### src/rtl/stb_pkg.sv
// ----------------------------------------------------------------------------
// stb_pkg
// Shared types and constants for the software timer bank.
// ----------------------------------------------------------------------------
package stb_pkg;

    localparam int NUM_TIMERS = 16;
    localparam int ID_W       = (NUM_TIMERS > 1) ? $clog2(NUM_TIMERS) : 1;

    localparam int KIND_W     = 3;
    localparam int TID_W      = 4;
    localparam int INTV_W     = 32;
    localparam int ELAPSED_W  = 16;
    localparam int REM_W      = 34;
    localparam int STATUS_W   = 2;

    localparam logic [INTV_W-1:0] MIN_INTERVAL_RST = INTV_W'(1);

    typedef enum logic [KIND_W-1:0] {
        K_START   = 3'd0,
        K_DESTROY = 3'd1,
        K_UPDATE  = 3'd2,
        K_QTICKED = 3'd3,
        K_QACTIVE = 3'd4
    } kind_t;

    typedef enum logic [STATUS_W-1:0] {
        ST_OK      = 2'd0,
        ST_SHORT   = 2'd1,
        ST_IN_USE  = 2'd2,
        ST_UNKNOWN = 2'd3
    } status_t;

    typedef enum logic [1:0] {
        S_IDLE,
        S_EXEC,
        S_SWEEP,
        S_DONE
    } state_t;

    // One table word; remaining is a two's complement count.
    typedef struct packed {
        logic              auto_free;
        logic [INTV_W-1:0] interval;
        logic [REM_W-1:0]  remaining;
    } entry_t;

    typedef struct packed {
        logic             expired;
        logic [REM_W-1:0] remaining;
    } sweep_res_t;

endpackage

### src/rtl/stb_ram.sv
// ----------------------------------------------------------------------------
// stb_ram
// Simple dual-port RAM: one write port, one read port, registered read data.
// ----------------------------------------------------------------------------
module stb_ram #(
    parameter int DEPTH = 16,
    parameter int WIDTH = 8,
    parameter int AW    = (DEPTH > 1) ? $clog2(DEPTH) : 1
) (
    input  logic             aclk,
    input  logic             wr_en,
    input  logic [AW-1:0]    wr_addr,
    input  logic [WIDTH-1:0] wr_data,
    input  logic [AW-1:0]    rd_addr,
    output logic [WIDTH-1:0] rd_data
);

    logic [WIDTH-1:0] mem [DEPTH];
    logic [WIDTH-1:0] rd_data_reg;

    always_ff @(posedge aclk) begin
        if (wr_en) begin
            mem[wr_addr] <= wr_data;
        end
    end

    always_ff @(posedge aclk) begin
        rd_data_reg <= mem[rd_addr];
    end

    assign rd_data = rd_data_reg;

endmodule

### src/rtl/stb_sweep_alu.sv
// ----------------------------------------------------------------------------
// stb_sweep_alu
// Per-entry update: subtract elapsed time, reload once on expiry, saturate.
// ----------------------------------------------------------------------------
module stb_sweep_alu (
    input  stb_pkg::entry_t                   entry,
    input  logic [stb_pkg::ELAPSED_W-1:0]     elapsed,
    output stb_pkg::sweep_res_t               res
);

    localparam int SUM_W = stb_pkg::REM_W + 1;

    logic [SUM_W-1:0] diff;
    logic [SUM_W-1:0] wrapped;
    logic [SUM_W-1:0] sel;

    always_comb begin
        diff    = {entry.remaining[stb_pkg::REM_W-1], entry.remaining}
                  - SUM_W'(elapsed);
        wrapped = diff + SUM_W'(entry.interval);
        sel     = diff[SUM_W-1] ? wrapped : diff;
        res.expired = diff[SUM_W-1];
        // below the 34-bit floor when the top two bits read 10
        if (sel[SUM_W-1] && !sel[SUM_W-2]) begin
            res.remaining = {1'b1, (stb_pkg::REM_W-1)'(0)};
        end else begin
            res.remaining = sel[stb_pkg::REM_W-1:0];
        end
    end

endmodule

### src/rtl/software_timer_bank_core.sv
// ----------------------------------------------------------------------------
// software_timer_bank_core
// Bank of one-shot and periodic timers, one table entry per timer id.
// ----------------------------------------------------------------------------
// Usage:
//   Input items arrive on s_valid/s_ready with kind, timer_id, interval_ms,
//   auto_free (one-shot mode) and elapsed_ms. Each item returns exactly one
//   result item on m_valid/m_ready carrying status, ticked and active.
//   min_interval is written through cfg_wr_en/cfg_wr_data while idle; it
//   resets to 1.
// Timing:
//   One item is in flight at a time. Start, destroy and the queries pass
//   through the execute state and the holding stage to the output register.
//   An update sweeps the timer table through its read port, one entry per
//   cycle, then passes through the holding stage. s_ready rises at the same
//   edge that loads the result into the output register.
// Reset (aresetn low, synchronous): all timers invalid, no ticked marks,
//   no result pending. The table RAM itself is not cleared; an entry is only
//   used after a start has written it.
// Stall: a finished result waits in a holding stage until the output
//   register is free; no new item is taken meanwhile.
// ----------------------------------------------------------------------------
module software_timer_bank_core (
    input  logic                                aclk,
    input  logic                                aresetn,
    // configuration
    input  logic                                cfg_wr_en,
    input  logic [stb_pkg::INTV_W-1:0]          cfg_wr_data,
    // input items
    input  logic                                s_valid,
    output logic                                s_ready,
    input  logic [stb_pkg::KIND_W-1:0]          s_kind,
    input  logic [stb_pkg::TID_W-1:0]           s_timer_id,
    input  logic [stb_pkg::INTV_W-1:0]          s_interval_ms,
    input  logic                                s_auto_free,
    input  logic [stb_pkg::ELAPSED_W-1:0]       s_elapsed_ms,
    // result items
    output logic                                m_valid,
    input  logic                                m_ready,
    output logic [stb_pkg::STATUS_W-1:0]        m_status,
    output logic                                m_ticked,
    output logic                                m_active
);

    localparam int ID_W = stb_pkg::ID_W;
    localparam int NT   = stb_pkg::NUM_TIMERS;
    localparam logic [ID_W-1:0] LAST_IDX = ID_W'(NT - 1);

    // ---------------- state ----------------
    stb_pkg::state_t state_reg, state_next;

    logic [stb_pkg::INTV_W-1:0]    min_interval_reg;
    logic [NT-1:0]                 valid_reg;
    logic [NT-1:0]                 ticked_reg;
    logic [ID_W-1:0]               sweep_idx_reg;

    // latched item payload
    stb_pkg::kind_t                item_kind_reg;
    logic [stb_pkg::TID_W-1:0]     item_id_reg;
    logic [stb_pkg::INTV_W-1:0]    item_interval_reg;
    logic                          item_auto_free_reg;
    logic [stb_pkg::ELAPSED_W-1:0] item_elapsed_reg;

    // holding stage between execution and the output register
    stb_pkg::status_t              res_status_reg;
    logic                          res_ticked_reg;
    logic                          res_active_reg;

    logic                          m_valid_reg;
    stb_pkg::status_t              m_status_reg;
    logic                          m_ticked_reg;
    logic                          m_active_reg;

    // ---------------- table RAM ----------------
    logic                          ram_wr_en;
    logic [ID_W-1:0]               ram_wr_addr;
    stb_pkg::entry_t               ram_wr_data;
    logic [ID_W-1:0]               ram_rd_addr;
    stb_pkg::entry_t               ram_rd_data;

    stb_ram #(
        .DEPTH (NT),
        .WIDTH ($bits(stb_pkg::entry_t))
    ) u_table (
        .aclk    (aclk),
        .wr_en   (ram_wr_en),
        .wr_addr (ram_wr_addr),
        .wr_data (ram_wr_data),
        .rd_addr (ram_rd_addr),
        .rd_data (ram_rd_data)
    );

    stb_pkg::sweep_res_t sweep_res;

    stb_sweep_alu u_alu (
        .entry   (ram_rd_data),
        .elapsed (item_elapsed_reg),
        .res     (sweep_res)
    );

    // ---------------- item decode ----------------
    logic [ID_W-1:0]   id_idx;
    logic              in_table;
    logic              id_valid;
    logic              start_ok;
    logic              destroy_ok;
    logic              query_hit;
    stb_pkg::status_t  exec_status;
    logic              exec_ticked;
    logic              exec_active;
    logic              accept;
    logic              out_free;
    logic              sweep_last;

    assign accept     = s_valid && s_ready;
    assign out_free   = !m_valid_reg || m_ready;
    assign sweep_last = (sweep_idx_reg == LAST_IDX);
    assign id_idx     = ID_W'(item_id_reg);
    assign in_table   = (32'(item_id_reg) < 32'(NT));
    assign id_valid   = in_table && valid_reg[id_idx];

    // Work out the answer of a non-update item; the query read lands now.
    always_comb begin
        start_ok    = 1'b0;
        destroy_ok  = 1'b0;
        query_hit   = 1'b0;
        exec_status = stb_pkg::ST_OK;
        exec_ticked = 1'b0;
        exec_active = 1'b0;
        unique case (item_kind_reg)
            stb_pkg::K_START: begin
                if (item_interval_reg < min_interval_reg) begin
                    exec_status = stb_pkg::ST_SHORT;
                end else if (!in_table) begin
                    exec_status = stb_pkg::ST_UNKNOWN;
                end else if (valid_reg[id_idx]) begin
                    exec_status = stb_pkg::ST_IN_USE;
                end else begin
                    start_ok = 1'b1;
                end
            end
            stb_pkg::K_DESTROY: begin
                if (!id_valid) begin
                    exec_status = stb_pkg::ST_UNKNOWN;
                end else begin
                    destroy_ok = 1'b1;
                end
            end
            stb_pkg::K_QTICKED: begin
                if (!id_valid) begin
                    exec_status = stb_pkg::ST_UNKNOWN;
                end else if (ticked_reg[id_idx]) begin
                    query_hit   = 1'b1;
                    exec_ticked = 1'b1;
                end
            end
            stb_pkg::K_QACTIVE: begin
                exec_active = id_valid;
            end
            default: begin
                // update never reaches execution; unused kinds answer ok
            end
        endcase
    end

    // ---------------- FSM: next state ----------------
    always_comb begin
        state_next = state_reg;
        unique case (state_reg)
            stb_pkg::S_IDLE: begin
                if (s_valid) begin
                    state_next = (s_kind == stb_pkg::K_UPDATE) ? stb_pkg::S_SWEEP
                                                                : stb_pkg::S_EXEC;
                end
            end
            stb_pkg::S_EXEC:  state_next = stb_pkg::S_DONE;
            stb_pkg::S_SWEEP: begin
                if (sweep_last) begin
                    state_next = stb_pkg::S_DONE;
                end
            end
            stb_pkg::S_DONE: begin
                if (out_free) begin
                    state_next = stb_pkg::S_IDLE;
                end
            end
            default: state_next = stb_pkg::S_IDLE;
        endcase
    end

    // ---------------- FSM: outputs ----------------
    always_comb begin
        s_ready     = 1'b0;
        ram_wr_en   = 1'b0;
        ram_wr_addr = id_idx;
        ram_wr_data = '{auto_free: item_auto_free_reg,
                        interval:  item_interval_reg,
                        remaining: stb_pkg::REM_W'(item_interval_reg)};
        ram_rd_addr = sweep_idx_reg;
        unique case (state_reg)
            stb_pkg::S_IDLE: begin
                s_ready = 1'b1;
                // start the sweep at entry 0, otherwise fetch the addressed entry
                ram_rd_addr = (s_kind == stb_pkg::K_UPDATE) ? '0 : ID_W'(s_timer_id);
            end
            stb_pkg::S_EXEC: begin
                ram_wr_en = start_ok;
            end
            stb_pkg::S_SWEEP: begin
                // read one entry ahead while writing back the current one
                ram_rd_addr = ID_W'(sweep_idx_reg + ID_W'(1));
                ram_wr_addr = sweep_idx_reg;
                ram_wr_en   = valid_reg[sweep_idx_reg];
                ram_wr_data = '{auto_free: ram_rd_data.auto_free,
                                interval:  ram_rd_data.interval,
                                remaining: sweep_res.remaining};
            end
            stb_pkg::S_DONE: begin
            end
            default: begin
            end
        endcase
    end

    // ---------------- registers ----------------
    always_ff @(posedge aclk) begin
        if (!aresetn) begin
            state_reg        <= stb_pkg::S_IDLE;
            min_interval_reg <= stb_pkg::MIN_INTERVAL_RST;
            valid_reg        <= '0;
            ticked_reg       <= '0;
            sweep_idx_reg    <= '0;
            m_valid_reg      <= 1'b0;
        end else begin
            state_reg <= state_next;

            if (cfg_wr_en) begin
                min_interval_reg <= cfg_wr_data;
            end

            if (accept) begin
                sweep_idx_reg <= '0;
            end else if (state_reg == stb_pkg::S_SWEEP) begin
                sweep_idx_reg <= ID_W'(sweep_idx_reg + ID_W'(1));
            end

            if (state_reg == stb_pkg::S_EXEC) begin
                if (start_ok) begin
                    valid_reg[id_idx]  <= 1'b1;
                    ticked_reg[id_idx] <= 1'b0;
                end
                if (destroy_ok) begin
                    valid_reg[id_idx]  <= 1'b0;
                    ticked_reg[id_idx] <= 1'b0;
                end
                if (query_hit) begin
                    ticked_reg[id_idx] <= 1'b0;
                    // free a one-shot timer once its tick is reported
                    if (ram_rd_data.auto_free) begin
                        valid_reg[id_idx] <= 1'b0;
                    end
                end
            end

            if (state_reg == stb_pkg::S_SWEEP &&
                valid_reg[sweep_idx_reg] && sweep_res.expired) begin
                ticked_reg[sweep_idx_reg] <= 1'b1;
            end

            if (state_reg == stb_pkg::S_DONE && out_free) begin
                m_valid_reg <= 1'b1;
            end else if (m_ready) begin
                m_valid_reg <= 1'b0;
            end
        end
    end

    // payload: latch the item, the pending answer and the output word
    always_ff @(posedge aclk) begin
        if (accept) begin
            item_kind_reg      <= stb_pkg::kind_t'(s_kind);
            item_id_reg        <= s_timer_id;
            item_interval_reg  <= s_interval_ms;
            item_auto_free_reg <= s_auto_free;
            item_elapsed_reg   <= s_elapsed_ms;
        end
        if (state_reg == stb_pkg::S_EXEC) begin
            res_status_reg <= exec_status;
            res_ticked_reg <= exec_ticked;
            res_active_reg <= exec_active;
        end else if (state_reg == stb_pkg::S_SWEEP) begin
            res_status_reg <= stb_pkg::ST_OK;
            res_ticked_reg <= 1'b0;
            res_active_reg <= 1'b0;
        end
        if (state_reg == stb_pkg::S_DONE && out_free) begin
            m_status_reg <= res_status_reg;
            m_ticked_reg <= res_ticked_reg;
            m_active_reg <= res_active_reg;
        end
    end

    assign m_valid  = m_valid_reg;
    assign m_status = m_status_reg;
    assign m_ticked = m_ticked_reg;
    assign m_active = m_active_reg;

    // ---------------- assertions ----------------
    // a ticked mark only ever sits on a running timer
    a_ticked_on_valid: assert property (@(posedge aclk) disable iff (!aresetn)
        (ticked_reg & ~valid_reg) == '0)
        else $error("ticked mark on an inactive timer");

    // the sweep ends right after the last entry
    a_sweep_end: assert property (@(posedge aclk) disable iff (!aresetn)
        (state_reg == stb_pkg::S_SWEEP && sweep_last) |=> (state_reg == stb_pkg::S_DONE))
        else $error("sweep did not finish after the last entry");

    // a new result only appears out of the holding stage
    a_result_source: assert property (@(posedge aclk) disable iff (!aresetn)
        $rose(m_valid_reg) |-> $past(state_reg == stb_pkg::S_DONE))
        else $error("result appeared without a finished item");

    // no item is taken while one is still in flight
    a_one_in_flight: assert property (@(posedge aclk) disable iff (!aresetn)
        accept |=> !s_ready)
        else $error("second item accepted while busy");

endmodule

### config.mk
export PLATFORM = sky130hd
export DESIGN_NAME = software_timer_bank_core
export DESIGN_NICKNAME = d
export VERILOG_FILES = /design/src/rtl/stb_pkg.sv /design/src/rtl/stb_ram.sv /design/src/rtl/stb_sweep_alu.sv /design/src/rtl/software_timer_bank_core.sv
export SDC_FILE = /design/constraint.sdc
export NUM_CORES = 2
export LEC_CHECK = 0
export BUFFER_PORTS_ARGS = -buffer_cell sky130_fd_sc_hd__buf_2
export CAP_MARGIN = 15
export CORE_MARGIN = 2
export CORE_UTILIZATION = 65
export CTS_BUF_LIST = sky130_fd_sc_hd__clkbuf_16
export DETAILED_ROUTE_END_ITERATION = 10
export MAX_ROUTING_LAYER = met4
export PLACE_DENSITY = 0.84
export SYNTH_ARGS = -nofsm -noshare
export SYNTH_HDL_FRONTEND = slang
export SYNTH_SLANG_ARGS = --single-unit
export TNS_END_PERCENT = 1
### constraint.sdc
create_clock -name aclk -period 12.9 [get_ports aclk]
set_input_delay 3.225 -clock aclk [delete_from_list [all_inputs] [get_ports aclk]]
set_output_delay 3.225 -clock aclk [all_outputs]
set_load 0.01 [all_outputs]
==> run metrics <==
status=complete, no violations; IO buf count=98; total internal power=9.12 mW; largest net degree at the start of global routing=225; CTS tree=done; Util after Layout=72.3%; cell count after synthesis=4,096; register share of total power=37.6%; CP arrival=7.43 ns; clock network fraction of total power=23.3%; drt pass-1 iters=6; Setup TNS Final=0 ns; worst slew pin tran=1.21 ns; vias per cell=6.73; post-synthesis sequential area ratio=68.7%; async set-or-reset flop fraction in the synthesized netlist=0%; routed len/inst=25.9 um; Num CTS Buffers=120; Final ANT Viol Nets=0; initial antenna violation count=5; Syn Area/Cell=13.1 sq um; vias in the first global route=34,200; unrepaired setup endpoints after global routing=no; Hold Crit Class=flip-flop to flip-flop; DR vias=35,600; Detailed Place HPWL=73,900 um; Resized cells post-CTS=0; Area Growth Syn to Fin=10.4%; Routed WL=137,000 um; Comb pwr share=39.1%; Switching Share=38.3%; Critical Path End Type=flip-flop; # fillers=4,920; Tot GR Track Use=32.9%; Worst-Skew Late Latency=0.72 ns; #FFs+latches synth=1,274; die height=291 um; post-CTS setup buffer count=0; most common cell after layout, fill and taps aside=edfxtp_1; Mapped Nets=4,279; Ports=99; Synth warnings=0; Max Cap Viol=0; CP max FO=16; P_leak=19.9 nW; clock-pin slew on the worst setup and hold paths=0.06 ns; Slew HR=18.7%; part of the cycle the worst path needs=55.1%; die width=291 um; share of cells above drive strength 1=10.1%; total grt overflow=0; Post-synth EDFFs=1,136; synth unique cells=75; setup violators final=0; Starting Density=65.5%; CTS Sinks=1,274; # nets final=4,293; VDD IR-drop max=0.000266 V; Worst EP required=13.22 ns; clk_skew=0.0509 ns; crit path kind=flip-flop to flip-flop; DRC viols=0; Max Clk Rate=141 MHz; top_reg_cell synth=edfxtp_1; minimum clock period=7.11 ns; Core Area=82,000 sq um; Cell Area, Synth=53,700 sq um; count of final hold-check violations=0; commonest non-fill, non-tap cells in the layout=edfxtp_1 (1,136), nand2_1 (638), a211oi_1 (383), and2_1 (273), a21oi_1 (221); clk root buf=clkbuf_16; Max Slew Vio Count=0; Pwr Density=249 nW/um^2; Rows=105; Die ar.=84,900 sq um; global-route wire length before repair=206,000 um; startpoint types=flip-flop; initial drt markers=4,775; placer congestion estimate=0.955; cts hold-fix bufs=0; max reg flops=1,072; Fin Hold WS=0.429 ns; deepest clock path buffer count=3; H-tree Lvls=3; switching power=5.66 mW
==> final cells by class <==
class                      instances  area [sq um]  area share, %
clock inverter                   110           878           1.48
sequential                      1274         36900           62.2
clock buffer                     120          3000           5.07
inverter                          70           263          0.443
antenna                            5          12.5         0.0211
multi-input combinational       2471         15700           26.5
tap                             1070          1340           2.26
timing repair buffer             173          1150           1.95
==> per-stage QoR <==
| stage | total power, mW | instance area, sq um | std cells | setup slack, ns |
|---|---|---|---|---|
| after global routing | 15.4 | 59300 | 5293 | 5.52 |
| after detailed placement | 11.2 | 55300 | 5052 | 5.92 |
| after CTS | 14.6 | 59200 | 5282 | 5.83 |
| final | 14.8 | 59300 | 5293 | 5.79 |
| after global placement | 11.0 | 55300 | 5051 | 6.00 |
| after floorplan | 9.62 | 53700 | 4096 | 6.68 |
==> critical path, stage by stage (launching register included) <==
cell	delay (ns)
edfxtp_1	0.39
ha_1	0.26
fa_1	0.40
nand2b_1	0.18
a21oi_1	0.30
o211ai_1	0.24
a211oi_1	0.58
nor2_1	0.19
xor2_1	0.32
ha_1	0.37
a21o_1	0.21
a21o_1	0.19
a2111oi_0	0.43
nor3_1	0.14
o31ai_1	0.34
a21o_1	0.12
o31a_1	0.14
nand4_1	0.66
o211ai_1	1.25
==> metal layers <==
metal | track usage, % | wire length (um) | up-vias
li1 | - | - | 15600
met1 | 42.9 | 50800 | 17400
met2 | 51.5 | 65500 | 2210
met3 | 4.87 | 14300 | 412
met4 | 15.5 | 6390 | 0
met5 | - | 0 | -
==> power by group through the flow <==
| stage | registers (mW) | logic, mW | clock network (mW) |
|---|---|---|---|
| 3_5_place_dp | 5.61 | 5.56 | 0 |
| 3_3_place_gp | 5.61 | 5.41 | 0 |
| 4_1_cts | 5.53 | 5.64 | 3.46 |
| 6_report | 5.55 | 5.78 | 3.44 |
| 5_1_grt | 5.54 | 6.29 | 3.61 |
| 2_1_floorplan | 5.45 | 4.17 | 0 |
==> path summary, 6_finish.rpt <==
| check | start | end | slack [ns] | depth (start not counted) |
|---|---|---|---|---|
| worst max-delay path | item_elapsed_reg[0] | u_table.mem[6][18] | 5.79 | 18 |
| worst min-delay path | res_ticked_reg | m_ticked | 0.43 | 0 |
| worst max register to register | item_elapsed_reg[0] | u_table.mem[6][18] | 5.79 | 18 |
| worst min register to register | res_ticked_reg | m_ticked | 0.43 | 0 |
==> kinds of logic after synthesis <==
logic type / synth area share (%)
mux: 1.81
compound gates: 13.7
xor+xnor: 1.03
buf+inv: 2.48
fa+ha+maj: 2.13
simple gates: 10.2
flops: 68.7
==> cell usage after synthesis, types with 39 or more instances <==
master    instances  area [sq um]
nor2_1          132           495
a211oi_1        383          2880
dfxtp_1         138          2760
o21ai_0          44           220
a21oi_1         222          1110
edfxtp_1       1136         34100
inv_1            68           255
a311oi_1        138          1210
a31oi_1         159           995
clkbuf_1        248           931
xnor2_1          39           342
and2_1          274          1710
nand2_1         638          2390
ha_1             88          1100
(Power assumes the default switching activity.)
